### src/hdl/tgc_pkg.sv
// ----------------------------------------------------------------------------
// tgc_pkg: touch gesture classifier shared types
// Command, gesture and register index codes plus the register reset values.
// ----------------------------------------------------------------------------
package tgc_pkg;

  // width of every configuration register
  localparam int unsigned CFG_W = 16;

  // register reset values
  localparam logic [CFG_W-1:0] LONG_PRESS_RST = 16'd600;
  localparam logic [CFG_W-1:0] SWIPE_MAX_RST  = 16'd400;
  localparam logic [CFG_W-1:0] TAP_RADIUS_RST = 16'd2621;  // 0.04 in Q0.16

  // touch event commands
  typedef enum logic [1:0] {
    CMD_DOWN   = 2'd0,
    CMD_MOTION = 2'd1,
    CMD_UP     = 2'd2,
    CMD_POLL   = 2'd3
  } cmd_e;

  // reported gestures
  typedef enum logic [2:0] {
    GEST_NONE  = 3'd0,
    GEST_TAP   = 3'd1,
    GEST_RIGHT = 3'd2,
    GEST_LEFT  = 3'd3,
    GEST_UP    = 3'd4,
    GEST_DOWN  = 3'd5,
    GEST_LONG  = 3'd6
  } gesture_e;

  // configuration register indexes
  typedef enum logic [1:0] {
    REG_LONG_PRESS = 2'd0,
    REG_SWIPE_MAX  = 2'd1,
    REG_TAP_RADIUS = 2'd2
  } reg_idx_e;

endpackage

### src/hdl/touch_gesture_classifier_top.sv
// ----------------------------------------------------------------------------
// touch_gesture_classifier_top: single-finger tap / swipe / long press
// Tracks one touch and reports one gesture code per touch event.
// ----------------------------------------------------------------------------
//  channel | direction | handshake                 | payload
//  --------+-----------+---------------------------+-----------------------------------
//  event   | in        | in_valid_i / in_stall_o   | cmd_i, pos_x_i, pos_y_i, now_ms_i
//  result  | out       | out_valid_o / out_stall_i | gesture_o
//  config  | in        | cfg_we_i (no wait)        | cfg_idx_i, cfg_wdata_i
//
//  one transfer per cycle while out_stall_i is low; an event passes through the event
//  register, then classify logic into the result register
//  the classify stage squares both coordinate offsets and the tap radius, plus add and compare
//  reset clears the touch and long press flags; registers go to their defaults
//  a stalled result register holds; the event register still takes one event,
//  and in_stall_o rises only when both registers are full and out_stall_i is high
// ----------------------------------------------------------------------------
module touch_gesture_classifier_top
  import tgc_pkg::*;
#(
  parameter int unsigned COORD_BITS = 16,
  parameter int unsigned TIME_BITS  = 32
) (
  input  logic                  clk_i,
  input  logic                  rst_ni,
  // configuration
  input  logic                  cfg_we_i,
  input  logic [1:0]            cfg_idx_i,
  input  logic [CFG_W-1:0]      cfg_wdata_i,
  // event channel
  input  logic                  in_valid_i,
  output logic                  in_stall_o,
  input  logic [1:0]            cmd_i,
  input  logic [COORD_BITS-1:0] pos_x_i,
  input  logic [COORD_BITS-1:0] pos_y_i,
  input  logic [TIME_BITS-1:0]  now_ms_i,
  // result channel
  output logic                  out_valid_o,
  input  logic                  out_stall_i,
  output logic [2:0]            gesture_o
);

  localparam int unsigned BOX_W = (COORD_BITS > CFG_W) ? COORD_BITS : CFG_W;
  localparam int unsigned SQ_W  = 2 * COORD_BITS + 1;
  localparam int unsigned CMP_W = (SQ_W > 2 * CFG_W) ? SQ_W : 2 * CFG_W;

  // configuration registers
  logic [CFG_W-1:0] long_press_q, swipe_max_q, tap_radius_q;

  always_ff @(posedge clk_i or negedge rst_ni) begin
    if (!rst_ni) begin
      long_press_q <= LONG_PRESS_RST;
      swipe_max_q  <= SWIPE_MAX_RST;
      tap_radius_q <= TAP_RADIUS_RST;
    end else if (cfg_we_i) begin
      case (reg_idx_e'(cfg_idx_i))
        REG_LONG_PRESS: long_press_q <= cfg_wdata_i;
        REG_SWIPE_MAX:  swipe_max_q  <= cfg_wdata_i;
        REG_TAP_RADIUS: tap_radius_q <= cfg_wdata_i;
        default: ;
      endcase
    end
  end

  // event register and result register handshake
  logic                  ev_valid_q, ev_valid_d;
  cmd_e                  ev_cmd_q;
  logic [COORD_BITS-1:0] ev_x_q, ev_y_q;
  logic [TIME_BITS-1:0]  ev_ms_q;
  logic                  out_valid_q, out_valid_d;
  gesture_e              gesture_q, gesture_d;
  logic                  res_free, advance, in_take;

  assign res_free   = !out_valid_q || !out_stall_i;
  assign advance    = ev_valid_q && res_free;
  assign in_stall_o = ev_valid_q && !res_free;
  assign in_take    = in_valid_i && !in_stall_o;

  assign ev_valid_d  = in_take || (ev_valid_q && !advance);
  assign out_valid_d = advance || (out_valid_q && out_stall_i);

  always_ff @(posedge clk_i or negedge rst_ni) begin
    if (!rst_ni) begin
      ev_valid_q  <= 1'b0;
      out_valid_q <= 1'b0;
    end else begin
      ev_valid_q  <= ev_valid_d;
      out_valid_q <= out_valid_d;
    end
  end

  always_ff @(posedge clk_i) begin
    if (in_take) begin
      ev_cmd_q <= cmd_e'(cmd_i);
      ev_x_q   <= pos_x_i;
      ev_y_q   <= pos_y_i;
      ev_ms_q  <= now_ms_i;
    end
    if (advance) begin
      gesture_q <= gesture_d;
    end
  end

  assign out_valid_o = out_valid_q;
  assign gesture_o   = gesture_q;

  // touch state
  logic                  touching_q, touching_d;
  logic                  hold_rep_q, hold_rep_d;
  logic [COORD_BITS-1:0] first_x_q, first_y_q, recent_x_q, recent_y_q;
  logic [TIME_BITS-1:0]  first_ms_q, recent_ms_q;

  // displacement from start: motion measures the new point, else the last one
  logic [COORD_BITS-1:0] pt_x, pt_y, ax, ay;
  logic [COORD_BITS:0]   dx, dy;
  logic                  dx_neg, dy_neg;

  assign pt_x   = (ev_cmd_q == CMD_MOTION) ? ev_x_q : recent_x_q;
  assign pt_y   = (ev_cmd_q == CMD_MOTION) ? ev_y_q : recent_y_q;
  assign dx     = {1'b0, pt_x} - {1'b0, first_x_q};
  assign dy     = {1'b0, pt_y} - {1'b0, first_y_q};
  assign dx_neg = dx[COORD_BITS];
  assign dy_neg = dy[COORD_BITS];
  assign ax     = dx_neg ? COORD_BITS'(-dx) : dx[COORD_BITS-1:0];
  assign ay     = dy_neg ? COORD_BITS'(-dy) : dy[COORD_BITS-1:0];

  // circle test against the tap radius
  logic [2*COORD_BITS-1:0] ax_sq, ay_sq;
  logic [2*CFG_W-1:0]      r_sq;
  logic [CMP_W-1:0]        dist_sq;
  logic                    in_circle, in_box;

  assign ax_sq     = (2*COORD_BITS)'(ax) * (2*COORD_BITS)'(ax);
  assign ay_sq     = (2*COORD_BITS)'(ay) * (2*COORD_BITS)'(ay);
  assign r_sq      = (2*CFG_W)'(tap_radius_q) * (2*CFG_W)'(tap_radius_q);
  assign dist_sq   = CMP_W'(ax_sq) + CMP_W'(ay_sq);
  assign in_circle = dist_sq < CMP_W'(r_sq);

  // box test for a tap
  assign in_box = (BOX_W'(ax) < BOX_W'(tap_radius_q)) &&
                  (BOX_W'(ay) < BOX_W'(tap_radius_q));

  // elapsed time: lift uses the last motion (or down) time, otherwise the event time
  logic [TIME_BITS-1:0] t_end, held;
  logic                 long_hit;
  gesture_e             swipe_dir, lift_gest;

  assign t_end    = (ev_cmd_q == CMD_UP) ? recent_ms_q : ev_ms_q;
  assign held     = t_end - first_ms_q;
  assign long_hit = !hold_rep_q && (held > TIME_BITS'(long_press_q)) && in_circle;

  // swipe direction, dominant axis first
  always_comb begin
    if (ax > ay) begin
      swipe_dir = (!dx_neg && (ax != '0)) ? GEST_RIGHT : GEST_LEFT;
    end else begin
      swipe_dir = dy_neg ? GEST_UP : GEST_DOWN;
    end
  end

  // lift classification
  always_comb begin
    if (hold_rep_q) begin
      lift_gest = GEST_NONE;
    end else if (in_box) begin
      lift_gest = (held < TIME_BITS'(long_press_q)) ? GEST_TAP : GEST_NONE;
    end else if (held < TIME_BITS'(swipe_max_q)) begin
      lift_gest = swipe_dir;
    end else begin
      lift_gest = GEST_NONE;
    end
  end

  // per-command result and flag updates
  always_comb begin
    gesture_d  = GEST_NONE;
    touching_d = touching_q;
    hold_rep_d = hold_rep_q;
    case (ev_cmd_q)
      CMD_DOWN: begin
        touching_d = 1'b1;
        hold_rep_d = 1'b0;
      end
      CMD_MOTION, CMD_POLL: begin
        if (touching_q && long_hit) begin
          gesture_d  = GEST_LONG;
          hold_rep_d = 1'b1;
        end
      end
      CMD_UP: begin
        if (touching_q) begin
          touching_d = 1'b0;
          gesture_d  = lift_gest;
        end
      end
      default: ;
    endcase
  end

  always_ff @(posedge clk_i or negedge rst_ni) begin
    if (!rst_ni) begin
      touching_q <= 1'b0;
      hold_rep_q <= 1'b0;
    end else if (advance) begin
      touching_q <= touching_d;
      hold_rep_q <= hold_rep_d;
    end
  end

  // start and last positions and times
  always_ff @(posedge clk_i) begin
    if (advance) begin
      if (ev_cmd_q == CMD_DOWN) begin
        first_x_q   <= ev_x_q;
        first_y_q   <= ev_y_q;
        first_ms_q  <= ev_ms_q;
        recent_x_q  <= ev_x_q;
        recent_y_q  <= ev_y_q;
        recent_ms_q <= ev_ms_q;
      end else if (ev_cmd_q == CMD_MOTION && touching_q) begin
        recent_x_q  <= ev_x_q;
        recent_y_q  <= ev_y_q;
        recent_ms_q <= ev_ms_q;
      end
    end
  end

endmodule
### config.mk
export PLATFORM = sky130hd
export DESIGN_NAME = touch_gesture_classifier_top
export DESIGN_NICKNAME = d
export VERILOG_FILES = /design/src/hdl/tgc_pkg.sv /design/src/hdl/touch_gesture_classifier_top.sv
export SDC_FILE = /design/constraint.sdc
export NUM_CORES = 2
export LEC_CHECK = 0
export ABC_CLOCK_PERIOD_IN_PS = 12500
export BUFFER_PORTS_ARGS = -buffer_cell sky130_fd_sc_hd__buf_4
export CORE_ASPECT_RATIO = 1.2
export CORE_UTILIZATION = 50
export DETAILED_ROUTE_END_ITERATION = 16
export PLACE_DENSITY = 0.69
export SYNTH_ARGS = -nofsm -noshare
export SYNTH_HDL_FRONTEND = slang
export SYNTH_SLANG_ARGS = --single-unit
### constraint.sdc
create_clock -name clk_i -period 12.5 [get_ports clk_i]
set_input_delay 1.875 -clock clk_i [delete_from_list [all_inputs] [get_ports clk_i]]
set_output_delay 1.875 -clock clk_i [all_outputs]
set_load 0.01 [all_outputs]
# Yosys cells after proc, flatten, opt, wreduce, memory -nomap -nowiden
# Index checks and enable logic that the tools add are counted.
# word_totals
mem_count	0
wordCells	99
rom_bits	0
out_inout_bits	5
regBits	249
latch_bits	0
mem_bits_rw	0
# op_classes
n_div	0
n_bitwise	0
n_eq_ne	6
reduce_logical	35
add_sub_neg	6
muxes	24
shift	0
n_mul	3
magnitude_cmp	7
# op_table
cell	count
two-way mux 16 bit	8
multiplier 16 x 16 -> 32 bit	3
two-way mux 32 bit	3
< comparator 32 x 16 -> 1 bit	2
subtractor 16 x 16 -> 17 bit	2
adder 32 x 32 -> 33 bit	1
< comparator 33 x 32 -> 1 bit	1
> comparator 32 x 16 -> 1 bit	1
< comparator 16 bit	2
negation 16 bit	2
subtractor 32 bit	1
two-way mux 3 bit	6
> comparator 16 bit	1
nonzero test 16 bit	1
AND reduction 2 bit	6
logical AND 1 bit	11
zero test 1 bit	7
== test 2 bit, second input constant	3
case mux 3 bit (2 select lines)	1
nonzero test 2 bit	3
== test 2 x 1 -> 1 bit, second input constant	2
zero test 2 bit	2
two-way mux 1 bit	4
case mux 1 bit (2 select lines)	2
other kinds (4)	6

# Longest topological paths before layout
# depth
depth_word	14
ltp_mapped	57

# Worst setup path before layout
# No wires, ideal clock.
# synth_path
kind	flip-flop to flip-flop
from	register ev_cmd_q[1]
to	register gesture_q[1], in the netlist gesture_o[1] (data pin)
setup_slack_ns	0.712
synth_period_minus_slack_ns	11.788
t_required_ns	12.227
path_stages_with_launch	49
arrival_time_ns	11.515
path_buffers	2
setup_ns	0.273
cell_sequence	edfxtp_1 > nor2b_1 > clkbuf_1 > clkbuf_1 > mux2i_1 > ha_1 > fa_1 > nand2b_1 > a21oi_2 > o21a_1 > nor2_1 > xnor2_1 > nor2_1 > and4b_1 > a21oi_1 > xnor2_1 > clkinv_1 > nor2_1 > [13 not listed] > inv_1 > ha_1 > inv_1 > a211oi_1 > o21ai_0 > a21oi_1 > nor3_1 > o31ai_1 > a31o_2 > a41oi_1 > o21bai_1 > xor2_1 > ha_1 > nand4_1 > or4_1 > a211o_1 > nand3_1 > o22ai_1
# synth_via
elab_chain_cells	12
word_cells_on_any_way	34
classes_between	add/sub: 6; mul: 2; order compare: 6; eq/ne: 3; mux: 12; reduce/logical: 5
# synth_rtl
item	line	text
start: declaration	touch_gesture_classifier_top.sv:67	cmd_e ev_cmd_q;
start signal: assignment	touch_gesture_classifier_top.sv:94	ev_cmd_q <= cmd_e'(cmd_i);
== test 2 x 1 -> 1 bit	touch_gesture_classifier_top.sv:118, touch_gesture_classifier_top.sv:119, touch_gesture_classifier_top.sv:179	
two-way mux 16 bit, on equally long branches	touch_gesture_classifier_top.sv:118, touch_gesture_classifier_top.sv:119	
subtractor 16 x 16 -> 17 bit, on equally long branches	touch_gesture_classifier_top.sv:120, touch_gesture_classifier_top.sv:121	
negation 16 bit, on equally long branches	touch_gesture_classifier_top.sv:124, touch_gesture_classifier_top.sv:125	
two-way mux 16 bit, on equally long branches	touch_gesture_classifier_top.sv:124, touch_gesture_classifier_top.sv:125	
multiplier 16 x 16 -> 32 bit, or another cell as far along	touch_gesture_classifier_top.sv:133	assign ax_sq = (2*COORD_BITS)'(ax) * (2*COORD_BITS)'(ax);
adder 32 x 32 -> 33 bit / two-way mux 3 bit (equally long branches)	touch_gesture_classifier_top.sv:136, touch_gesture_classifier_top.sv:154	
< comparator 33 x 32 -> 1 bit / two-way mux 3 bit (equally long branches)	touch_gesture_classifier_top.sv:137, touch_gesture_classifier_top.sv:167	
logical AND 1 bit / two-way mux 3 bit (equally long branches)	touch_gesture_classifier_top.sv:150, touch_gesture_classifier_top.sv:165	
logical AND 1 bit / two-way mux 3 bit (equally long branches)	touch_gesture_classifier_top.sv:185, touch_gesture_classifier_top.sv:163	
two-way mux 3 bit, on equally long branches	touch_gesture_classifier_top.sv:185, touch_gesture_classifier_top.sv:191	
case mux 3 bit (2 select lines) (*)	touch_gesture_classifier_top.sv:179	case (ev_cmd_q)
via gesture_d[1]	touch_gesture_classifier_top.sv:71	gesture_e gesture_q, gesture_d;
end signal: assignment	touch_gesture_classifier_top.sv:100	gesture_q <= gesture_d;
end: declaration	touch_gesture_classifier_top.sv:71	
# Mark *: on every way through the listed nets, which the timed path passes. The rest lies on a longest branch.
# A chain may end at the register's enable or synchronous reset.

# Worst setup path in the final report
# Ends and elaborated chain as after synthesis.

==> results.txt <==
----------------------------------------------------
[Outcome]
  Status ... completed

[Clock tree]
  Number of buffers created by CTS ... 21
  Number of levels in the clock H-tree ... 1
  Source-to-sink clock delay at the later pin of the worst-skew pair ... 540 ps
  Sink Count ... 249
  Maximum buffer depth of the clock tree ... 3
  Clock tree from TritonCTS ... yes
  Clk pin slew, worst setup/hold paths ... 70 ps
  Clk Tree Root Cell ... sky130_fd_sc_hd__clkbuf_16

[Layout]
  Final core utilization ... 55.3%
  Share of final-layout standard cells stronger than drive strength 1 ... 11.5%
  Area of the multi-input gates ... 0.0260 mm2
  Layout Area Growth over Synthesis ... 9.38%
  Top library cells by usage in the layout, fill and taps aside ... 892 x sky130_fd_sc_hd__inv_1, 554 x sky130_fd_sc_hd__fa_1, 455 x sky130_fd_sc_hd__ha_1
  Post-route cell area ... 0.0401 mm2
  Most common cell after layout, fill and taps aside ... sky130_fd_sc_hd__inv_1
  Post-layout net count ... 4950
  Count of non-filler cells in the finished layout ... 4797
  Sequential cell area ... 0.00723 mm2
  Number of inserted filler cells in the final layout ... 6415

[Worst setup path]
  Crit path kind ... flop to flop
  Worst EP required ... 12720 ps
  Critical path startpoint ... ev_cmd_q[1]
  Startpoint class of the critical path ... flop
  CP arrival ... 12190 ps
  Cell with the most instances on the worst path ... sky130_fd_sc_hd__fa_1
  Critical-path top delay cell ... sky130_fd_sc_hd__fa_1
  Number of logic stages on the critical path including buffering ... 46
  Slowest Stage Delay on Critical Path ... 550 ps
  Depth of the worst register-to-register path ... 46
  Kind of end point of the critical path ... flop
  Number of buffer and inverter stages on the critical path ... 9
  Top fanout value on the critical path ... 16
  Critical R2R Launch ... ev_cmd_q[1]
  Kind of cell with the highest combined delay on the critical path ... adder cells

[Drt]
  Initial DRC count ... 1318
  Total via count in the routed design ... 25456
  DR WL/cell ... 18.0 um
  Post-detailed-routing wire length ... 86400 um
  Remaining number of nets flagged by the antenna check after routing ... 0
  # DRC ... 0
  Number of iterations in the first detailed-routing pass ... 5
  Via-per-instance ratio ... 5.31

[Global routing]
  Initial antenna violation count ... 2
  Global router's overall resource usage ... 23.5%
  Maximum number of pins on one net before global-route repair ... 65
  Vias in the first global route ... 26863
  Global-route wire length before repair ... 138000 um
  Residual overflow from global routing ... 0

[Yosys]
  Share of synthesized area occupied by flip-flops and latches ... 19.7%
  Synthesized area ... 0.0366 mm2
  Synthesis-stage register bit count ... 249
  Largest family of logic cells by synthesized area ... adder cells
  Synth Area in Simple Gates ... 9.34%
  Net count after synthesis ... 4814
  Mux contribution to synthesized area ... 3.20%
  Count of different cell masters after synthesis ... 90
  Average cell area after synthesis ... 9.88 um2
  Syn. warnings ... 0
  Synth Area in Adders ... 46.0%
  Fraction of synthesized cell area in xor and xnor cells ... 3.75%
  Share of flip-flops with an asynchronous set or reset after synthesis ... 20.9%
  Number of instances in the synthesized netlist ... 3710
  Synthesized-area fraction occupied by ao, oa, aoi and oai cells ... 7.73%
  Ys flop type ... sky130_fd_sc_hd__edfxtp_1
  Number of enable flip-flop cells after synthesis ... 197

[Timing]
  Maximum clock rate ... 0.0836 GHz
  Relative slew slack ... 14.0%
  Final max-slew violation count ... 0
  Worst Clk Skew ... 22.8 ps
  Setup violation total in the final timing report ... 0
  Final setup TNS ... 0 ps
  Final critical-path required period ... 11960 ps
  Final hold violations ... 0
  Fin crit share ... 95.7%
  Slew at the pin closest to its max-slew limit ... 1280 ps

[Floorplan]
  Area of the die ... 0.0744 mm2
  Site Rows ... 108
  Core region area ... 0.0724 mm2
  Ports placed on the boundary ... 94
  Die extent in x ... 249 um
  Vertical die dimension ... 299 um
  Initial cell density of the core ... 50.6%

[Hold path]
  Kind of path behind the tightest hold check ... flop to flop
  Worst hold path depth ... 0
  Startpoint of the tightest hold check path ... ev_ms_q[24]

[Job]
  Max Cap Viol ... 0

[Placed design]
  Final estimated routing congestion in global placement ... 0.947
  Post-DP HPWL ... 71300 um
  Count of port buffers added during placement ... 93
  Number of cells after detailed placement ... 4731
  DP Area ... 0.0388 mm2

----------------------------------------------------
[registers in the layout (all words and copies together) (netlist names)]
signal        cells
ev_ms_q          32
first_ms_q       32
recent_ms_q      32
ev_x_q           16
ev_y_q           16
first_x_q        16
first_y_q        16
long_press_q     16
recent_x_q       16
recent_y_q       16
swipe_max_q      16
tap_radius_q     16
gesture_o         3
ev_cmd_q          2
ev_valid_q        1
hold_rep_q        1
out_valid_o       1
touching_q        1
[per-layer routing]
layer / share of wire [%] / vias up / GRT usage, %
met1: 40 / 12674 / 29.0
met2: 52 / 614 / 43.1
met4: 4.2 / 0 / 9.33
li1: - / 12017 / -
met5: 0 / - / 0
met3: 4.2 / 151 / 1.48
[per-stage QoR]
step | hold WS (ps) | setup slack (ps)
final | 468 | 538
after detailed placement | 456 | -147
after global placement | 455 | 107
after global routing | 483 | -55.3
after floorplan | 439 | 712
after CTS | 473 | 29.5
[layout make-up]
class                           instances  area share [%]
Inverter                              916            8.63
Timing Repair Buffer                  188            3.69
Multi-Input combinational cell       2470            65.0
Sequential cell                       249            18.1
Clock buffer                           27            1.44
Antenna cell                            1         0.00624
Clock inverter                         11           0.290
Tap cell                              935            2.92
[synth_stat cells (8+ instances only)]
cell type	instances	area [um2]
sky130_fd_sc_hd__nor2_1	301	1130
sky130_fd_sc_hd__ha_1	460	5760
sky130_fd_sc_hd__a211oi_1	13	97.6
sky130_fd_sc_hd__a31oi_1	17	106
sky130_fd_sc_hd__nand2b_1	31	194
sky130_fd_sc_hd__nand3_1	36	180
sky130_fd_sc_hd__and3_1	9	56.3
sky130_fd_sc_hd__inv_1	896	3360
sky130_fd_sc_hd__nor4_1	9	56.3
sky130_fd_sc_hd__o21ai_1	9	45.0
sky130_fd_sc_hd__a21o_1	58	435
sky130_fd_sc_hd__and2_1	13	81.3
sky130_fd_sc_hd__mux2_2	96	1080
sky130_fd_sc_hd__edfxtp_1	197	5920
sky130_fd_sc_hd__o21ai_0	87	435
sky130_fd_sc_hd__a31o_2	10	87.6
sky130_fd_sc_hd__dfrtp_1	38	951
sky130_fd_sc_hd__xnor2_1	86	753
sky130_fd_sc_hd__dfstp_2	14	368
sky130_fd_sc_hd__nor3_1	38	190
sky130_fd_sc_hd__xor2_1	59	517
sky130_fd_sc_hd__nand4_1	15	93.8
sky130_fd_sc_hd__clkinv_1	9	33.8
sky130_fd_sc_hd__a21oi_1	111	556
sky130_fd_sc_hd__nor2b_1	26	163
sky130_fd_sc_hd__mux2i_1	9	90.1
sky130_fd_sc_hd__clkbuf_1	64	240
sky130_fd_sc_hd__o21a_1	40	300
sky130_fd_sc_hd__or2_2	8	50.1
sky130_fd_sc_hd__nand2_1	249	935
sky130_fd_sc_hd__inv_2	11	41.3
sky130_fd_sc_hd__fa_1	555	11100
[timing repair]
item                       CTS  global route
setup buffers                0            24
gates resized for setup      5            75
gates cloned                 0             3
hold buffers                 0             0
pin swaps                    0            15
setup endpoints to repair    2             3
[path summary, 6_finish.rpt]
path                                    endpoint  slack, ps
worst max-delay path                gesture_o[1]        540
worst min-delay path              first_ms_q[24]        470
worst max register to register      gesture_o[1]        540
worst min register to register    first_ms_q[24]        470
max in group asynchronous       long_press_q[14]      10680
min in group asynchronous            out_valid_o       1380
[logic make-up (layout without fill, tap and decap cells)]
group	Yosys count	after routing
AOI/OAI and AO/OA	429	429
xor gates and xnor gates	150	151
adders and majority gates	1015	1015
buffers and inverters	992	1142
DFF	249	249
muxes	105	105
other	0	1
and+or+nand+nor	770	770
Power is not shown: default switching activity piles up to over one toggle a cycle in this logic, so the estimate is an artifact.
